$ cat src/rtl/core/psrc_pkg.sv
`default_nettype none

package psrc_pkg;

   localparam int NUM_SLOTS_DEF   = 40;
   localparam int COORD_BITS_DEF  = 16;
   localparam int SLOT_BITS       = 6;
   localparam int IDX_BITS        = 8;   // enough for the largest ring
   localparam int HALF_BITS       = 8;
   localparam logic [HALF_BITS-1:0] HALF_SIZE_RESET = 8'd24;

   localparam logic FUNC_PLACE  = 1'b0;
   localparam logic FUNC_REMOVE = 1'b1;

   // control part of the token that walks the chain
   typedef struct packed {
      logic valid;
      logic func;
      logic hit;     // place: some cell so far holds a square around the point
      logic match;   // remove: the named cell holds exactly the point
   } tok_ctl_type;

   // state update broadcast at the end of a sweep
   typedef struct packed {
      logic                wr;
      logic                clr;
      logic [IDX_BITS-1:0] slot;
   } commit_type;

endpackage

`default_nettype wire

$ cat src/rtl/core/psrc_cell.sv
`default_nettype none

module psrc_cell #(
   parameter int COORD_BITS = 16,
   parameter int IDX        = 0
) (
   input  wire logic                                clock,
   input  wire logic                                reset,
   input  wire psrc_pkg::tok_ctl_type               tok_i,
   input  wire logic signed [COORD_BITS-1:0]        tok_x_i,
   input  wire logic signed [COORD_BITS-1:0]        tok_y_i,
   input  wire logic [psrc_pkg::SLOT_BITS-1:0]      tok_slot_i,
   input  wire logic [psrc_pkg::HALF_BITS-1:0]      half_size,
   input  wire psrc_pkg::commit_type                commit_i,
   input  wire logic signed [COORD_BITS-1:0]        commit_x,
   input  wire logic signed [COORD_BITS-1:0]        commit_y,
   output psrc_pkg::tok_ctl_type                    tok_o,
   output logic signed [COORD_BITS-1:0]             tok_x_o,
   output logic signed [COORD_BITS-1:0]             tok_y_o,
   output logic [psrc_pkg::SLOT_BITS-1:0]           tok_slot_o
);
   import psrc_pkg::*;

   localparam int EW = COORD_BITS + 2;

   logic signed [COORD_BITS-1:0] entry_x_ff, entry_y_ff;
   logic                         entry_valid_ff, entry_valid_in;
   tok_ctl_type                  tok_ff, tok_in;
   logic signed [COORD_BITS-1:0] tok_x_ff, tok_y_ff;
   logic [SLOT_BITS-1:0]         tok_slot_ff;

   logic signed [EW-1:0] px_e, py_e, ex_e, ey_e, h_e;
   logic                 in_square, my_hit, my_match, mine_commit;

   always_comb begin
      px_e = EW'(tok_x_i);
      py_e = EW'(tok_y_i);
      ex_e = EW'(entry_x_ff);
      ey_e = EW'(entry_y_ff);
      h_e  = EW'($signed({1'b0, half_size}));
      // low edge inclusive, high edge exclusive, full precision
      in_square = (px_e >= ex_e - h_e) && (px_e < ex_e + h_e) &&
                  (py_e >= ey_e - h_e) && (py_e < ey_e + h_e);
      my_hit   = entry_valid_ff && in_square;
      my_match = entry_valid_ff && (IDX_BITS'(tok_slot_i) == IDX_BITS'(IDX)) &&
                 (tok_x_i == entry_x_ff) && (tok_y_i == entry_y_ff);

      tok_in       = tok_i;
      tok_in.hit   = tok_i.hit   | ((tok_i.func == FUNC_PLACE)  & my_hit);
      tok_in.match = tok_i.match | ((tok_i.func == FUNC_REMOVE) & my_match);

      mine_commit    = (commit_i.slot == IDX_BITS'(IDX));
      entry_valid_in = entry_valid_ff;
      if (mine_commit && commit_i.wr) begin
         entry_valid_in = 1'b1;
      end else if (mine_commit && commit_i.clr) begin
         entry_valid_in = 1'b0;
      end
   end

   always_ff @(posedge clock) begin
      if (reset) begin
         entry_valid_ff <= 1'b0;
         tok_ff         <= '0;
      end else begin
         entry_valid_ff <= entry_valid_in;
         tok_ff         <= tok_in;
      end
   end

   always_ff @(posedge clock) begin
      if (mine_commit && commit_i.wr) begin
         entry_x_ff <= commit_x;
         entry_y_ff <= commit_y;
      end
      tok_x_ff    <= tok_x_i;
      tok_y_ff    <= tok_y_i;
      tok_slot_ff <= tok_slot_i;
   end

   assign tok_o      = tok_ff;
   assign tok_x_o    = tok_x_ff;
   assign tok_y_o    = tok_y_ff;
   assign tok_slot_o = tok_slot_ff;

endmodule

`default_nettype wire

$ cat config.mk
export PLATFORM = sky130hd
export DESIGN_NAME = psrc_cell
export DESIGN_NICKNAME = d
export VERILOG_FILES = /design/src/rtl/core/psrc_pkg.sv /design/src/rtl/core/psrc_cell.sv
export SDC_FILE = /design/constraint.sdc
export NUM_CORES = 1
export LEC_CHECK = 0
export BUFFER_PORTS_ARGS = -buffer_cell sky130_fd_sc_hd__buf_4
export CORE_MARGIN = 2
export CORE_UTILIZATION = 30
export CTS_BUF_LIST = sky130_fd_sc_hd__clkbuf_4 sky130_fd_sc_hd__clkbuf_8
export DETAILED_ROUTE_END_ITERATION = 8
export HOLD_SLACK_MARGIN = 0.12
export PLACE_DENSITY = 0.61
export SKIP_LAST_GASP = 1
export SYNTH_ARGS = -nofsm -noshare
export SYNTH_HDL_FRONTEND = slang
export SYNTH_SLANG_ARGS = --single-unit
$ cat constraint.sdc
create_clock -name clock -period 9.3 [get_ports clock]
set_input_delay 1.86 -clock clock [delete_from_list [all_inputs] [get_ports clock]]
set_output_delay 1.86 -clock clock [all_outputs]
set_load 0.05 [all_outputs]
==> flow_summary.ini <==
[timing]
fmaxAchievable_mhz = 208
setup_viol_count_final = 0
max_slew_margin_pct = 69.5
setup_tns_ns = 0
drv_slew = 0
period_share_pct = 51.8
hold_ws_ns = 0.528
rsz0062_at_grt = no
finalClockSkew_ns = 0.00833
worst_pin_slew_ns = 0.457
min_period_ns = 4.82
finalHoldViolCount = 0

[global_routing]
grtUsageTotal_pct = 15.0
grt-ovfl-total = 0
grt_first_pass_wirelength_um = 23100
grt_pass1_vias = 4457
antenna_found_initial = 0
grt_max_degree = 34

[clock_tree]
holdBufCountCts = 0
cts_tree = built
max-clock-path-buffers = 2
numCtsBuffers = 9
clock-sinks = 75
htree_levels = 3
ctsRootBufferMaster = clkbuf_8
post-cts-setup-buffers = 0
path_clk_slew_ns = 0.09
clk_latency_ns = 0.38
ctsResizeCount = 0

[worst_setup_path]
crit_path_end_kind = flip-flop
critPathMaxFanout = 5
path_cells = buf_4 > inv_1 > ha_1 > nor2b_1 > o21a_1 > o21ai_1 > a2111oi_2 > o21ai_1 > nand2_1 > xor2_1 > ha_1 > nand3_1 > nor3_1 > o311ai_0 > nand4_1 > nand4_1 > o41ai_1
worst-path-buf-inv = 2
critPathMaxStageDelay_ns = 0.34
r2r_setup_slack_ns = 5.64
cpMaxStageDelayCell = o21ai_1
crit_family = compound AO/OA/AOI/OAI gates
cp.required_ns = 9.58
cp.arrival_ns = 5.10
cp-start-kind = input pin
critical_path_class = input pin to flip-flop

[logic_synthesis]
synthFlopType = dfxtp_1
synthTopCellsByArea = ha_1 22%, edfxtp_1 17%, dfxtp_1 15%, xnor2_1 7.1%, xor2_1 6.1%
synth_top_area_share_pct = 21.5
netlist_instances = 596
synth.cell_area_um2 = 5700
synth_edf_count = 32
synthDistinctLibCells = 51
avgSynthCellArea_um2 = 9.56
yosysTopAreaCell = ha_1
yosysMostFrequentCell = ha_1
yosysSeqAreaShare_pct = 32.0
synth_commonest_cells = 98 x ha_1, 46 x xnor2_1, 43 x dfxtp_1, 43 x nand2_1, 40 x xor2_1
synth_nets = 792
yosys_warnings = 0
ys_ff_latch = 75
async_flop_share_pct = 0

[power]
power.total_uw = 840
ir_drop_uv = 56.4
cellLeakagePower_nw = 3.12
pwr_density_cell_nw_per_um2 = 118

[detailed_routing]
drt-initial-drc-count = 215
wl_um = 14900
firstDrtPassIters = 4
drc = 0
ant_nets = 0
vias = 4506
avgViaCountPerCell = 4.67
wire_per_inst_um = 15.4

[outcome]
outcome = finished, final reports clean

[layout]
drive_above_1_share_pct = 23.6
final_area_um2 = 7150
diodes = 0
finalCoreUtilization_pct = 38.3
area_growth_pct = 25.4
nNetsFinal = 921

[floorplan]
placementRows = 50
start_util_pct = 30.6
die_w_um = 142
die_h_um = 142
io_pins = 136
floorplan.die_area_um2 = 20100
core_area_um2 = 18600

[placement]
placed_cell_area_um2 = 6940
gp_congestion = 0.874
place_hpwl_um = 12500
io_buffers = 135

[worst_hold_path]
hp-class = flip-flop to flip-flop

[flow_run]
maxCapViolations = 0
report_power, final:
part           total, mW  switching (mW)  internal (mW)
registers          0.355         0.00284          0.352
clock network      0.272           0.143          0.129
logic              0.213           0.122         0.0903
total              0.840           0.269          0.572
area by class of cell:
| class | count | area (µm²) |
|---|---|---|
| Clock inverter | 7 | 85.1 |
| Sequential cell | 75 | 1820 |
| Multi-Input combinational cell | 462 | 3650 |
| Fill cell | 1911 | 11500 |
| Clock buffer | 9 | 124 |
| Inverter | 41 | 154 |
| Tap cell | 234 | 293 |
| Timing Repair Buffer | 136 | 1020 |
stage by stage:
step | setup WS [ns] | instances
floorplan | 4.58 | 596
global placement | 4.19 | 948
detailed placement | 4.08 | 948
CTS | 4.50 | 964
global route | 4.12 | 964
finish | 4.48 | 964
per-layer routing:
layer / global-route usage, % / vias up / part of all wire, %
li1: - / 2350 / -
met1: 19.0 / 2054 / 47
met2: 25.4 / 84 / 47
met3: 3.10 / 18 / 3.3
met4: 5.42 / 0 / 2.1
met5: 0 / - / 0
sequential cells by signal, indices dropped and copies added (netlist names):
| signal | cells |
|---|---|
| entry_valid_ff | 1 |
| tok_slot_o | 6 |
| tok_x_o | 16 |
| entry_y_ff | 16 |
| tok_o | 4 |
| entry_x_ff | 16 |
| tok_y_o | 16 |
cells in the final DEF, fill, tap and decap left out, types with 13 or more instances in the layout:
cell,synthesis,routed
nand2_1,43,43
edfxtp_1,32,32
buf_4,1,136
nand4_1,13,13
nor2_1,39,39
inv_1,39,39
xnor2_1,46,46
o21ai_0,13,13
ha_1,98,98
o21ai_1,13,13
a21oi_1,38,38
dfxtp_1,43,43
xor2_1,40,40
worst paths after layout:
kind             startpoint  cells past startpoint              to
max            half_size[1]                     17        tok_o[1]
min          entry_valid_ff                      2  entry_valid_ff
max reg2reg   entry_y_ff[0]                     18        tok_o[1]
min reg2reg  entry_valid_ff                      2  entry_valid_ff
worst reg2reg max path, cell delays in order (launching register included):
cell and delay (ns):
edfxtp_1 0.44, inv_1 0.08, ha_1 0.17, inv_1 0.06, fa_1 0.40, a21o_1 0.19
a21oi_2 0.17, o31ai_1 0.10, o21ai_1 0.18, a21oi_2 0.11, nor2_1 0.16, xnor2_1 0.09
ha_1 0.31, nand4_1 0.11, or2_1 0.25, nor4_1 0.27, o21ai_0 0.10, and3_1 0.16
o41ai_1 0.23
cells by family (layout without fill, tap and decap cells):
group	Yosys count	in the layout	synth area share (%)
buffers and inverters	59	193	4.00
XOR/XNOR	86	86	13.2
flip-flops	75	75	32.0
adder cells (fa/ha/maj)	102	102	22.9
AND/OR/NAND/NOR	171	171	15.5
AO/OA/AOI/OAI	103	103	12.4
Note: power is estimated with default switching activity, not from simulation.
