### src/rtl/core/psrc_pkg.sv
`default_nettype none

package psrc_pkg;

   localparam int NUM_SLOTS_DEF   = 40;
   localparam int COORD_BITS_DEF  = 16;
   localparam int SLOT_BITS       = 6;
   localparam int IDX_BITS        = 8;   // enough for the largest ring
   localparam int HALF_BITS       = 8;
   localparam logic [HALF_BITS-1:0] HALF_SIZE_RESET = 8'd24;

   localparam logic FUNC_PLACE  = 1'b0;
   localparam logic FUNC_REMOVE = 1'b1;

   // control part of the token that walks the chain
   typedef struct packed {
      logic valid;
      logic func;
      logic hit;     // place: some cell so far holds a square around the point
      logic match;   // remove: the named cell holds exactly the point
   } tok_ctl_type;

   // state update broadcast at the end of a sweep
   typedef struct packed {
      logic                wr;
      logic                clr;
      logic [IDX_BITS-1:0] slot;
   } commit_type;

endpackage

`default_nettype wire

### src/rtl/core/psrc_ctrl.sv
`default_nettype none

module psrc_ctrl #(
   parameter int NUM_SLOTS = 40
) (
   input  wire logic                           clock,
   input  wire logic                           reset,
   input  wire logic                           req_valid,
   output logic                                req_stall,
   output logic                                launch,
   input  wire psrc_pkg::tok_ctl_type          exit_tok,
   input  wire logic [psrc_pkg::SLOT_BITS-1:0] exit_slot,
   output psrc_pkg::commit_type                commit_o,
   output logic                                rsp_valid,
   input  wire logic                           rsp_stall,
   output logic                                rsp_hit,
   output logic [psrc_pkg::SLOT_BITS-1:0]      rsp_slot_out,
   output logic                                rsp_removed
);
   import psrc_pkg::*;

   localparam int PTR_W = (NUM_SLOTS > 1) ? $clog2(NUM_SLOTS) : 1;
   localparam logic [PTR_W-1:0] LAST_SLOT = PTR_W'(NUM_SLOTS - 1);

   logic             busy_ff, busy_in;
   logic [PTR_W-1:0] next_slot_ff, next_slot_in;
   logic             rsp_valid_ff, rsp_valid_in;
   logic             pend_valid_ff, pend_valid_in;
   logic             rsp_hit_ff, rsp_removed_ff, pend_hit_ff, pend_removed_ff;
   logic [SLOT_BITS-1:0] rsp_slot_ff, pend_slot_ff;

   logic                 done, take, out_free;
   logic                 res_hit, res_removed;
   logic [SLOT_BITS-1:0] res_slot;

   always_comb begin
      done     = exit_tok.valid;
      take     = rsp_valid_ff & ~rsp_stall;
      out_free = ~rsp_valid_ff | take;

      res_hit     = (exit_tok.func == FUNC_PLACE) & exit_tok.hit;
      res_removed = (exit_tok.func == FUNC_REMOVE) & exit_tok.match;
      res_slot    = '0;
      if ((exit_tok.func == FUNC_PLACE) && !exit_tok.hit) begin
         res_slot = SLOT_BITS'(next_slot_ff);
      end

      commit_o.wr   = done & (exit_tok.func == FUNC_PLACE) & ~exit_tok.hit;
      commit_o.clr  = done & res_removed;
      commit_o.slot = commit_o.wr ? IDX_BITS'(next_slot_ff) : IDX_BITS'(exit_slot);

      next_slot_in = next_slot_ff;
      if (commit_o.wr) begin
         next_slot_in = (next_slot_ff == LAST_SLOT) ? '0 : next_slot_ff + 1'b1;
      end

      // the commit of a finishing sweep lands at the same edge a new item would
      // enter cell 0, so the chain is only reopened the cycle after
      req_stall = pend_valid_ff | busy_ff;
      launch    = req_valid & ~req_stall;
      busy_in   = launch | (busy_ff & ~done);

      rsp_valid_in  = rsp_valid_ff & ~take;
      pend_valid_in = pend_valid_ff;
      if (pend_valid_ff && out_free) begin
         rsp_valid_in  = 1'b1;
         pend_valid_in = 1'b0;
      end
      if (done) begin
         if (out_free) begin
            rsp_valid_in = 1'b1;
         end else begin
            pend_valid_in = 1'b1;
         end
      end
   end

   always_ff @(posedge clock) begin
      if (reset) begin
         busy_ff       <= 1'b0;
         next_slot_ff  <= '0;
         rsp_valid_ff  <= 1'b0;
         pend_valid_ff <= 1'b0;
      end else begin
         busy_ff       <= busy_in;
         next_slot_ff  <= next_slot_in;
         rsp_valid_ff  <= rsp_valid_in;
         pend_valid_ff <= pend_valid_in;
      end
   end

   always_ff @(posedge clock) begin
      if (pend_valid_ff && out_free) begin
         rsp_hit_ff     <= pend_hit_ff;
         rsp_slot_ff    <= pend_slot_ff;
         rsp_removed_ff <= pend_removed_ff;
      end else if (done && out_free) begin
         rsp_hit_ff     <= res_hit;
         rsp_slot_ff    <= res_slot;
         rsp_removed_ff <= res_removed;
      end
      if (done && !out_free) begin
         pend_hit_ff     <= res_hit;
         pend_slot_ff    <= res_slot;
         pend_removed_ff <= res_removed;
      end
   end

   assign rsp_valid    = rsp_valid_ff;
   assign rsp_hit      = rsp_hit_ff;
   assign rsp_slot_out = rsp_slot_ff;
   assign rsp_removed  = rsp_removed_ff;

endmodule

`default_nettype wire

### config.mk
export PLATFORM = sky130hd
export DESIGN_NAME = psrc_ctrl
export DESIGN_NICKNAME = d
export VERILOG_FILES = /design/src/rtl/core/psrc_pkg.sv /design/src/rtl/core/psrc_ctrl.sv
export SDC_FILE = /design/constraint.sdc
export NUM_CORES = 1
export LEC_CHECK = 0
export ABC_AREA = 1
export BUFFER_PORTS_ARGS = -buffer_cell sky130_fd_sc_hd__buf_4
export CORE_UTILIZATION = 40
export CTS_CLUSTER_SIZE = 25
export DETAILED_ROUTE_END_ITERATION = 6
export HOLD_SLACK_MARGIN = 0.12
export PLACE_DENSITY_LB_ADDON = 0.12
export SLEW_MARGIN = 20
export SYNTH_ARGS = -nofsm -noshare
export SYNTH_HDL_FRONTEND = slang
export SYNTH_SLANG_ARGS = --single-unit
### constraint.sdc
create_clock -name clock -period 1.43 [get_ports clock]
set_input_delay 0.2145 -clock clock [delete_from_list [all_inputs] [get_ports clock]]
set_output_delay 0.2145 -clock clock [all_outputs]
set_load 0.01 [all_outputs]
==> results of run 1 <==
layer usage:
layer  part of all wire  wire length, um  vias up
met5                  0                0        -
met4             0.0078               16        0
met3              0.039               80        2
met2               0.49              996       25
met1               0.47              951      410
li1                   -                -      481
path summary, 6_finish.rpt:
check                              endpoint  slack, ps
setup / recovery                commit_o[0]        100
hold / removal           busy_ff$_SDFF_PP0_        180
setup reg to reg  rsp_slot_out[0]$_DFFE_PP_        120
hold reg to reg          busy_ff$_SDFF_PP0_        470
area by class of cell:
class                           count  area, sq um  share of cell area
Sequential cell                    25        661.9              0.4386
Multi-Input combinational cell     78        419.2              0.2778
Timing Repair Buffer               38        287.8              0.1907
Inverter                           19        71.32             0.04726
Tap cell                           31        38.79             0.02570
Clock buffer                        3        22.52             0.01493
Clock inverter                      1        7.507            0.004975
layout by cell type (no fill, tap or decap), types with 2 or more instances in the layout:
cell	netlist	routed
o21a_1	2	2
clkbuf_4	0	3
nor2_1	16	16
nor2_2	3	3
mux2_2	6	6
conb_1	1	2
inv_2	1	2
nand2_2	3	3
buf_4	3	37
dfxtp_1	9	8
nand2_1	22	22
o21ai_1	2	2
o21ai_0	4	4
a21oi_1	6	6
inv_1	18	17
edfxtp_1	16	16
nand3_1	5	5
nand3_2	2	2
cells in the mapped netlist, types with 2 or more instances:
cell type	n
inv_1	18
buf_4	3
dfxtp_1	9
nand3_1	5
a21oi_1	6
o21ai_1	2
nand2_1	22
nand3_2	2
nand2_2	3
nor2_1	16
mux2_2	6
o21ai_0	4
nor2_2	3
o21a_1	2
edfxtp_1	16
power by group through the flow:
stage | clock network, uW | registers, uW | logic (uW)
floorplan | 0 | 827 | 84.3
global placement | 0 | 819 | 187
detailed placement | 0 | 820 | 190
CTS | 339 | 804 | 192
global route | 366 | 807 | 208
finish | 319 | 803 | 189
critical path: stages, from the launching register on:
cell and delay [ps]:
dfxtp_1 420, inv_1 100, nand2_2 80, o21a_1 110
buf_4 110
stage by stage:
step                      power (uW)  setup WS [ps]
after floorplan                911.6          177.8
after detailed placement        1009          133.1
after global placement          1006          129.7
final                           1311          96.65
after CTS                       1335          72.26
after global routing            1380          7.931
timing repair:
| item | 4_1_cts | 5_1_grt |
|---|---|---|
| hold buffers | 1 | 0 |
| setup buffers | 0 | 0 |
| resized for setup | 0 | 2 |
| hold endpoints to repair | 4 | 0 |
| endpoints found under the setup margin | 0 | 1 |
logic make-up (layout without fill, tap and decap cells):
logic type      after synthesis  count (layout)
compound gates               15              15
fa+ha+maj                     1               1
buf+inv                      23              61
flops                        25              25
mux                           7               7
other cells                   1               2
simple gates                 53              53
==> impl_metrics.yaml, run 1 <==
global_routing:
  grt.overflow.total: 0
  grtUsageTotal: 0.1430
  grt_use_met1: 0.1758
  busiest_layer: "met2"
  antenna_found_initial: 0
  grt_first_pass_wirelength_mm: 3.532
  grt_max_degree: 16
  use_met3: 0.02765
  gr-usage-met2: 0.2432
  grt_pass1_vias: 825
clocking:
  clockBufferDepth: 2
  numCtsBuffers: 3
  cts-root-buf: "clkbuf_4"
  clk_pin_slew_ps: 140
  cts.sinks: 25
  clk_latency_ps: 320
  cts_max_level: 1
  cts_tree: "yes"
logic_synthesis:
  synth_xor_area_frac: 0
  syn_inst: 125
  ys_seq_area_frac: 0.5593
  synth_top_cell_area_share: 0.4068
  synth_compound_area_frac: 0.07097
  synth_top_family_by_area: "simple AND/OR/NAND/NOR gates"
  yosys.area_share.simple: 0.2002
  syn_area_sq_um: 1181
  yosys_warnings: 0
  synthAdderAreaFrac: 0.01059
  yosys.area.top_type: "edfxtp_1"
  synth.distinct_cells: 23
  muxShareOfSynthArea: 0.06674
  synth-edff-count: 16
  synth_area_leaders: "edfxtp_1 41%, dfxtp_1 15%, nand2_1 7.0%"
  ys.flop_type: "edfxtp_1"
  ys_async_sr_fraction: 0
  synth_seq_cells: 25
  synth.avg_cell_area_sq_um: 9.449
timing:
  setup_viol: 0
  timing.fmax_mhz: 750.0
  min_period_ps: 1333
  finalSetupTns_ps: 0
  final.period_utilization: 0.9324
  rsz0062_at_grt: "no"
  maxSlewViolCount: 0
  finalHoldViolations: 0
  fin_skew_ps: 10.37
  timing.hold.ws_ps: 175.7
power:
  pwr-share-comb: 0.144
  p_leak_uw: 0.0006883
  switching_share: 0.2396
  intPower_uw: 996.9
  switchingPower_uw: 314.1
  p_seq_frac: 0.613
  powerDensity_nw_per_um2: 868.8
  irDropWorstVdd_uv: 517.6
  clockPowerShare: 0.243
setup_path:
  worstReg2RegStart: "rsp_valid$_SDFF_PP0_"
  cp_data_required_time_ps: 1220
  cp-end-kind: "output pin"
  cp.arrival_ps: 1120
  worst-path-max-fanout: 4
  r2r.worst_path.cells: 3
  startpoint_type: "flip-flop"
  path_class: "reg -> out"
  critPathLaunch: "next_slot_ff[0]$_SDFFE_PP0P_"
finish:
  postLayoutCoreUtil: 0.5425
  finalNonFillerCells: 195
  fill_cells: 249
  antenna_cells: 0
  nNetsFinal: 180
  final_area_sq_um: 1509
  syn2layout_area_growth_pct: 27.75
  drive_above_1_share: 0.3598
min_path:
  worst_hold_path_type: "in -> reg"
  min_path_cells: 3
  hold_path.startpoint: "req_valid"
drt:
  postRouteAntennaNets: 0
  via_count: 918
  wire_per_inst_um: 10.49
  routed_wl_mm: 2.045
  vias_per_cell: 4.708
  drt-initial-drc-count: 33
  drc: 0
  firstDrtPassIters: 4
flow_run:
  cap_violations: 0
die:
  die_h_um: 56.34
  die_x_um: 56.34
  fp-row-count: 19
  ios: 35
  dieArea_sq_um: 3174
  core_area_sq_um: 2781
  start_util: 0.4247
outcome:
  outcome: "complete, no violations"
place:
  place_hpwl_mm: 1.640
  place_inst: 190
  place_area_sq_um: 1468
  place_congestion: 0.8486
  port_buffers: 32
Note: power is estimated with default switching activity, not from simulation.
==> inputs of run 2 (changes only) <==
Clock period 1.43 ns to 1.6 ns, I/O delays scaled along.
==> run 2 against run 1 <==
Net effect: critical path depth increased by 1; critical endpoint is now commit_o[5]; sequential share of layout area increased by 0.25 points; utilization decreased by 0.40 points; largest power group unchanged; final area decreased by 0.75%; total power decreased by 11%; critical path type is now in -> out; cell count decreased by 0.51%; count of clock-buffer cells in the layout unchanged; die area unchanged; non-clock buffer count decreased by 1; clock power decreased by 13%; wire length about the same; worst hold slack improved by 38 ps.
==> impl_metrics.yaml, run 2 (synthesis results as in run 1) <==
outcome:
  outcome: "complete, no violations"
clocking:
  clk_pin_slew_ps: 130
  ctsHoldBuffers: 1
  cts.sinks: 25
  clockBufferDepth: 2
  cts_max_level: 1
  cts_setup_buffers: 0
  ctsResizeCount: 0
  cts-root-buf: "clkbuf_4"
  clk_latency_ps: 310
  cts_tree: "yes"
  numCtsBuffers: 3
die:
  start_util: 0.4247
  die_h_um: 56.34
  die_x_um: 56.34
  core_area_sq_um: 2781
  dieArea_sq_um: 3174
  ios: 35
  fp-row-count: 19
timing:
  finalSetupTns_ps: 0
  fin_skew_ps: 5.775
  min_period_ps: 1401
  finalHoldViolations: 0
  layout_setup_ws_ps: 198.6
  setup_viol: 0
  maxSlewViolCount: 0
  timing.fmax_mhz: 713.6
  final.period_utilization: 0.8759
  timing.hold.ws_ps: 213.9
  rsz0062_at_grt: "no"
power:
  p_leak_uw: 0.0006869
  powerDensity_nw_per_um2: 775.5
  irDropWorstVdd_uv: 459.0
finish:
  antenna_cells: 0
  finalNonFillerCells: 194
  final_area_sq_um: 1498
  layout_commonest_cell: "buf_4"
  final_cell_mix: "36 x buf_4, 22 x nand2_1, 18 x inv_1"
  drive_above_1_share: 0.3436
  fill_cells: 254
  nNetsFinal: 179
  syn2layout_area_growth_pct: 26.80
drt:
  drt-met1-wl_mm: 1.011
  dr.max_layer_used: "met4"
  drc: 0
  wire_per_inst_um: 10.55
  via_count: 898
  routed_wl_mm: 2.046
  firstDrtPassIters: 4
  wl_met3_um: 68
  wl_met2_um: 949
  drt-initial-drc-count: 26
  postRouteAntennaNets: 0
  vias_per_cell: 4.629
global_routing:
  grt.overflow.total: 0
  grt_max_degree: 15
  grt_first_pass_wirelength_mm: 3.443
  grt_pass1_vias: 787
  grtUsageTotal: 0.1365
  antenna_found_initial: 0
flow_run:
  cap_violations: 0
setup_path:
  cp_slowest_stage_delay_ps: 260
  worstReg2RegEnd: "rsp_slot_out[4]$_DFFE_PP_"
  crit_top_cell: "buf_4"
  cp_top_family: "simple AND/OR/NAND/NOR gates"
  cp.arrival_ps: 1160
  critical_path_buf_inv_count: 2
  critPathLaunch: "exit_tok[1]"
  r2r.worst_path.cells: 3
  cp_data_required_time_ps: 1360
  worstReg2RegStart: "rsp_valid$_SDFF_PP0_"
  crit_end: "commit_o[5]"
  reg2reg_setup_slack_ps: 310
  worst-path-max-fanout: 12
  cp-end-kind: "output pin"
  worstPathCellList: "buf_4 -> nor2_1 -> nand2_1 -> o21ai_0 -> buf_4"
  path_class: "in -> out"
  crit_slowest_cell: "nand2_1"
  path_depth: 5
  startpoint_type: "primary input"
min_path:
  worst_hold_path_type: "in -> reg"
place:
  place_area_sq_um: 1460
  place_hpwl_mm: 1.585
  port_buffers: 32
  place_inst: 189
  place_congestion: 0.8488
  place_ws_ps: 205.2
-- run 2: cell count changes in the layout (fill, tap and decap cells not counted), sizes merged --
cell	before	now
clkinvlp	1	0
buf	37	36
clkinv	0	1
-- run 2: where the power goes --
part / switching [uW] / internal [uW]
clock network: 183 / 93.3
registers: 8.90 / 709
logic: 81.7 / 86.0
-- run 2: through the flow --
stage / power [uW] / utilization
after global routing: 1223 / 0.5385
after detailed placement: 899.9 / 0.5250
final: 1161 / 0.5385
after CTS: 1179 / 0.5385
after global placement: 897.8 / 0.5250
after floorplan: 814.7 / -
-- run 2: tightest hold or removal path, cell delays in order --
cell and delay, ps:
buf_4 110, nand3_1 80, a21oi_1 60
-- run 2: area by class of cell --
cell class                      count  area [sq um]  area share
Sequential cell                    25         660.6      0.4411
Timing Repair Buffer               37         280.3      0.1871
Tap cell                           31         38.79     0.02590
Multi-Input combinational cell     78         419.2      0.2799
Clock inverter                      1         5.005    0.003342
Clock buffer                        3         22.52     0.01504
Inverter                           19         71.32     0.04762
-- run 2: routing by layer --
metal / global-route usage / vias to the layer above
li1: - / 480
met3: 0.02074 / 2
met2: 0.2143 / 21
met5: 0 / -
met1: 0.1905 / 395
met4: 0.05226 / 0
-- run 2: how the worst min path moves through the flow --
stage                          from  slack, ps  cells past startpoint                      endpoint
after floorplan               reset        310                      1  next_slot_ff[4]$_SDFFE_PP0P_
after global placement        reset        450                      2  next_slot_ff[4]$_SDFFE_PP0P_
after detailed placement      reset        450                      2  next_slot_ff[4]$_SDFFE_PP0P_
after CTS                 req_valid        200                      3            busy_ff$_SDFF_PP0_
after global routing      req_valid        220                      3            busy_ff$_SDFF_PP0_
final                     req_valid        210                      3            busy_ff$_SDFF_PP0_
==> inputs of run 3 (changes only) <==
Settings changed: CORE_ASPECT_RATIO set to 1.25.
==> run 3 against run 2 <==
Net effect: register-to-register slack is essentially flat; worst hold slack gained 8.2 ps; cell count grew 2.1%; non-clock buffer count grew 1; final area grew 0.67%; critical path type is now reg -> out; largest power group unchanged; highest routed layer unchanged.
==> impl_metrics.yaml, run 3 (synthesis results as in run 1) <==
setup_path:
  cp_data_required_time_ps: 1360
  r2r.worst_path.cells: 6
  worstReg2RegStart: "next_slot_ff[0]$_SDFFE_PP0P_"
  reg2reg_setup_slack_ps: 300
  crit_end: "commit_o[4]"
  cp-end-kind: "output pin"
  startpoint_type: "flip-flop"
  worstReg2RegEnd: "next_slot_ff[3]$_SDFFE_PP0P_"
  cp.arrival_ps: 1120
  path_class: "reg -> out"
  worst-path-max-fanout: 4
  critPathLaunch: "next_slot_ff[4]$_SDFFE_PP0P_"
global_routing:
  grt.overflow.total: 0
  busiest_layer: "met2"
  grt_first_pass_wirelength_mm: 3.795
  grt_max_degree: 14
  grt_pass1_vias: 885
  gr-usage-met2: 0.2717
  grtUsageTotal: 0.1560
  antenna_found_initial: 0
  use_met3: 0.01460
  grt_use_met1: 0.1891
finish:
  nNetsFinal: 180
  syn2layout_area_growth_pct: 27.65
  final_area_sq_um: 1508
  antenna_cells: 0
  final_cell_mix: "37 x buf_4, 22 x nand2_1, 18 x inv_1"
  layout_commonest_cell: "buf_4"
  postLayoutCoreUtil: 0.5517
  drive_above_1_share: 0.3415
clocking:
  cts-root-buf: "clkbuf_4"
  ctsResizeCount: 0
  clockBufferDepth: 2
  cts.sinks: 25
  numCtsBuffers: 3
  clk_pin_slew_ps: 120
  cts_max_level: 1
  clk_latency_ps: 300
  cts_tree: "yes"
timing:
  setup_viol: 0
  timing.fmax_mhz: 737.5
  maxSlewViolCount: 0
  final.period_utilization: 0.8475
  finalSetupTns_ps: 0
  fin_skew_ps: 1.822
  rsz0062_at_grt: "no"
  min_period_ps: 1356
  timing.hold.ws_ps: 222.1
  finalHoldViolations: 0
drt:
  routed_wl_mm: 2.076
  postRouteAntennaNets: 0
  drc: 0
  vias_per_cell: 4.702
  firstDrtPassIters: 4
  wire_per_inst_um: 10.48
  drt-initial-drc-count: 26
  via_count: 931
flow_run:
  cap_violations: 0
power:
  p_total_uw: 1156
  powerDensity_nw_per_um2: 766.8
  irDropWorstVdd_uv: 449.3
  p_leak_uw: 0.0006885
place:
  port_buffers: 32
  place_hpwl_mm: 1.666
  place_congestion: 0.8115
  place_area_sq_um: 1471
outcome:
  outcome: "complete, no violations"
die:
  start_util: 0.4322
  core_area_sq_um: 2733
  die_x_um: 50.61
  die_h_um: 62.76
  ios: 35
  fp-row-count: 21
  dieArea_sq_um: 3176
min_path:
  worst_hold_path_type: "in -> reg"
[run 3: changes by cell type in the layout (fill, tap and decap cells not counted)]
cell / previous run / this run
buf_4: 36 / 37
clkbuf_1: 0 / 1
clkinv_2: 1 / 0
[run 3: cell type report]
type                    count  area (sq um)
fillers                   274          1225
well taps                  34         42.54
multi-input cells          78         419.2
flip-flops and latches     25         660.6
repair buffers             38         287.8
clock buffers               4         26.28
inverters                  19         71.32
[run 3: timing repair]
item / 4_1_cts / 5_1_grt
setup buffers: 0 / 0
hold buffers: 1 / 0
hold endpoints to repair: 4 / 0
[run 3: power by group]
part	switching (uW)	leakage (uW)	internal (uW)
clock	171	0.0000150	97.2
combinational	82.8	0.000445	87.0
sequential	8.98	0.000229	709
total	263	0.000688	893
[run 3: per-layer routing]
layer / vias to the layer above / part of all wire
li1: 483 / -
met1: 426 / 0.44
met2: 20 / 0.51
met3: 2 / 0.039
met4: 0 / 0.0096
met5: - / 0
[run 3: worst min-delay path by stage]
| stage | from | slack [ps] | depth (start not counted) | end |
|---|---|---|---|---|
| after detailed placement | reset | 440 | 2 | next_slot_ff[4]$_SDFFE_PP0P_ |
| after global placement | reset | 450 | 2 | next_slot_ff[4]$_SDFFE_PP0P_ |
| after CTS | req_valid | 210 | 3 | busy_ff$_SDFF_PP0_ |
| after floorplan | reset | 310 | 1 | next_slot_ff[4]$_SDFFE_PP0P_ |
| after global routing | req_valid | 220 | 3 | busy_ff$_SDFF_PP0_ |
| final | req_valid | 220 | 3 | busy_ff$_SDFF_PP0_ |
[run 3: critical path, stage by stage, from the launching register on]
cell and delay [ps]:
dfxtp_1 350, inv_1 110, nand2_1 100, o21a_1 120
buf_4 130
[run 3: stage by stage]
stage          cells  worst slack [ps]
6_report         198             244.0
5_1_grt          198             124.8
4_1_cts          198             229.3
3_5_place_dp     193             243.3
3_3_place_gp     193             258.6
2_1_floorplan    126             347.8
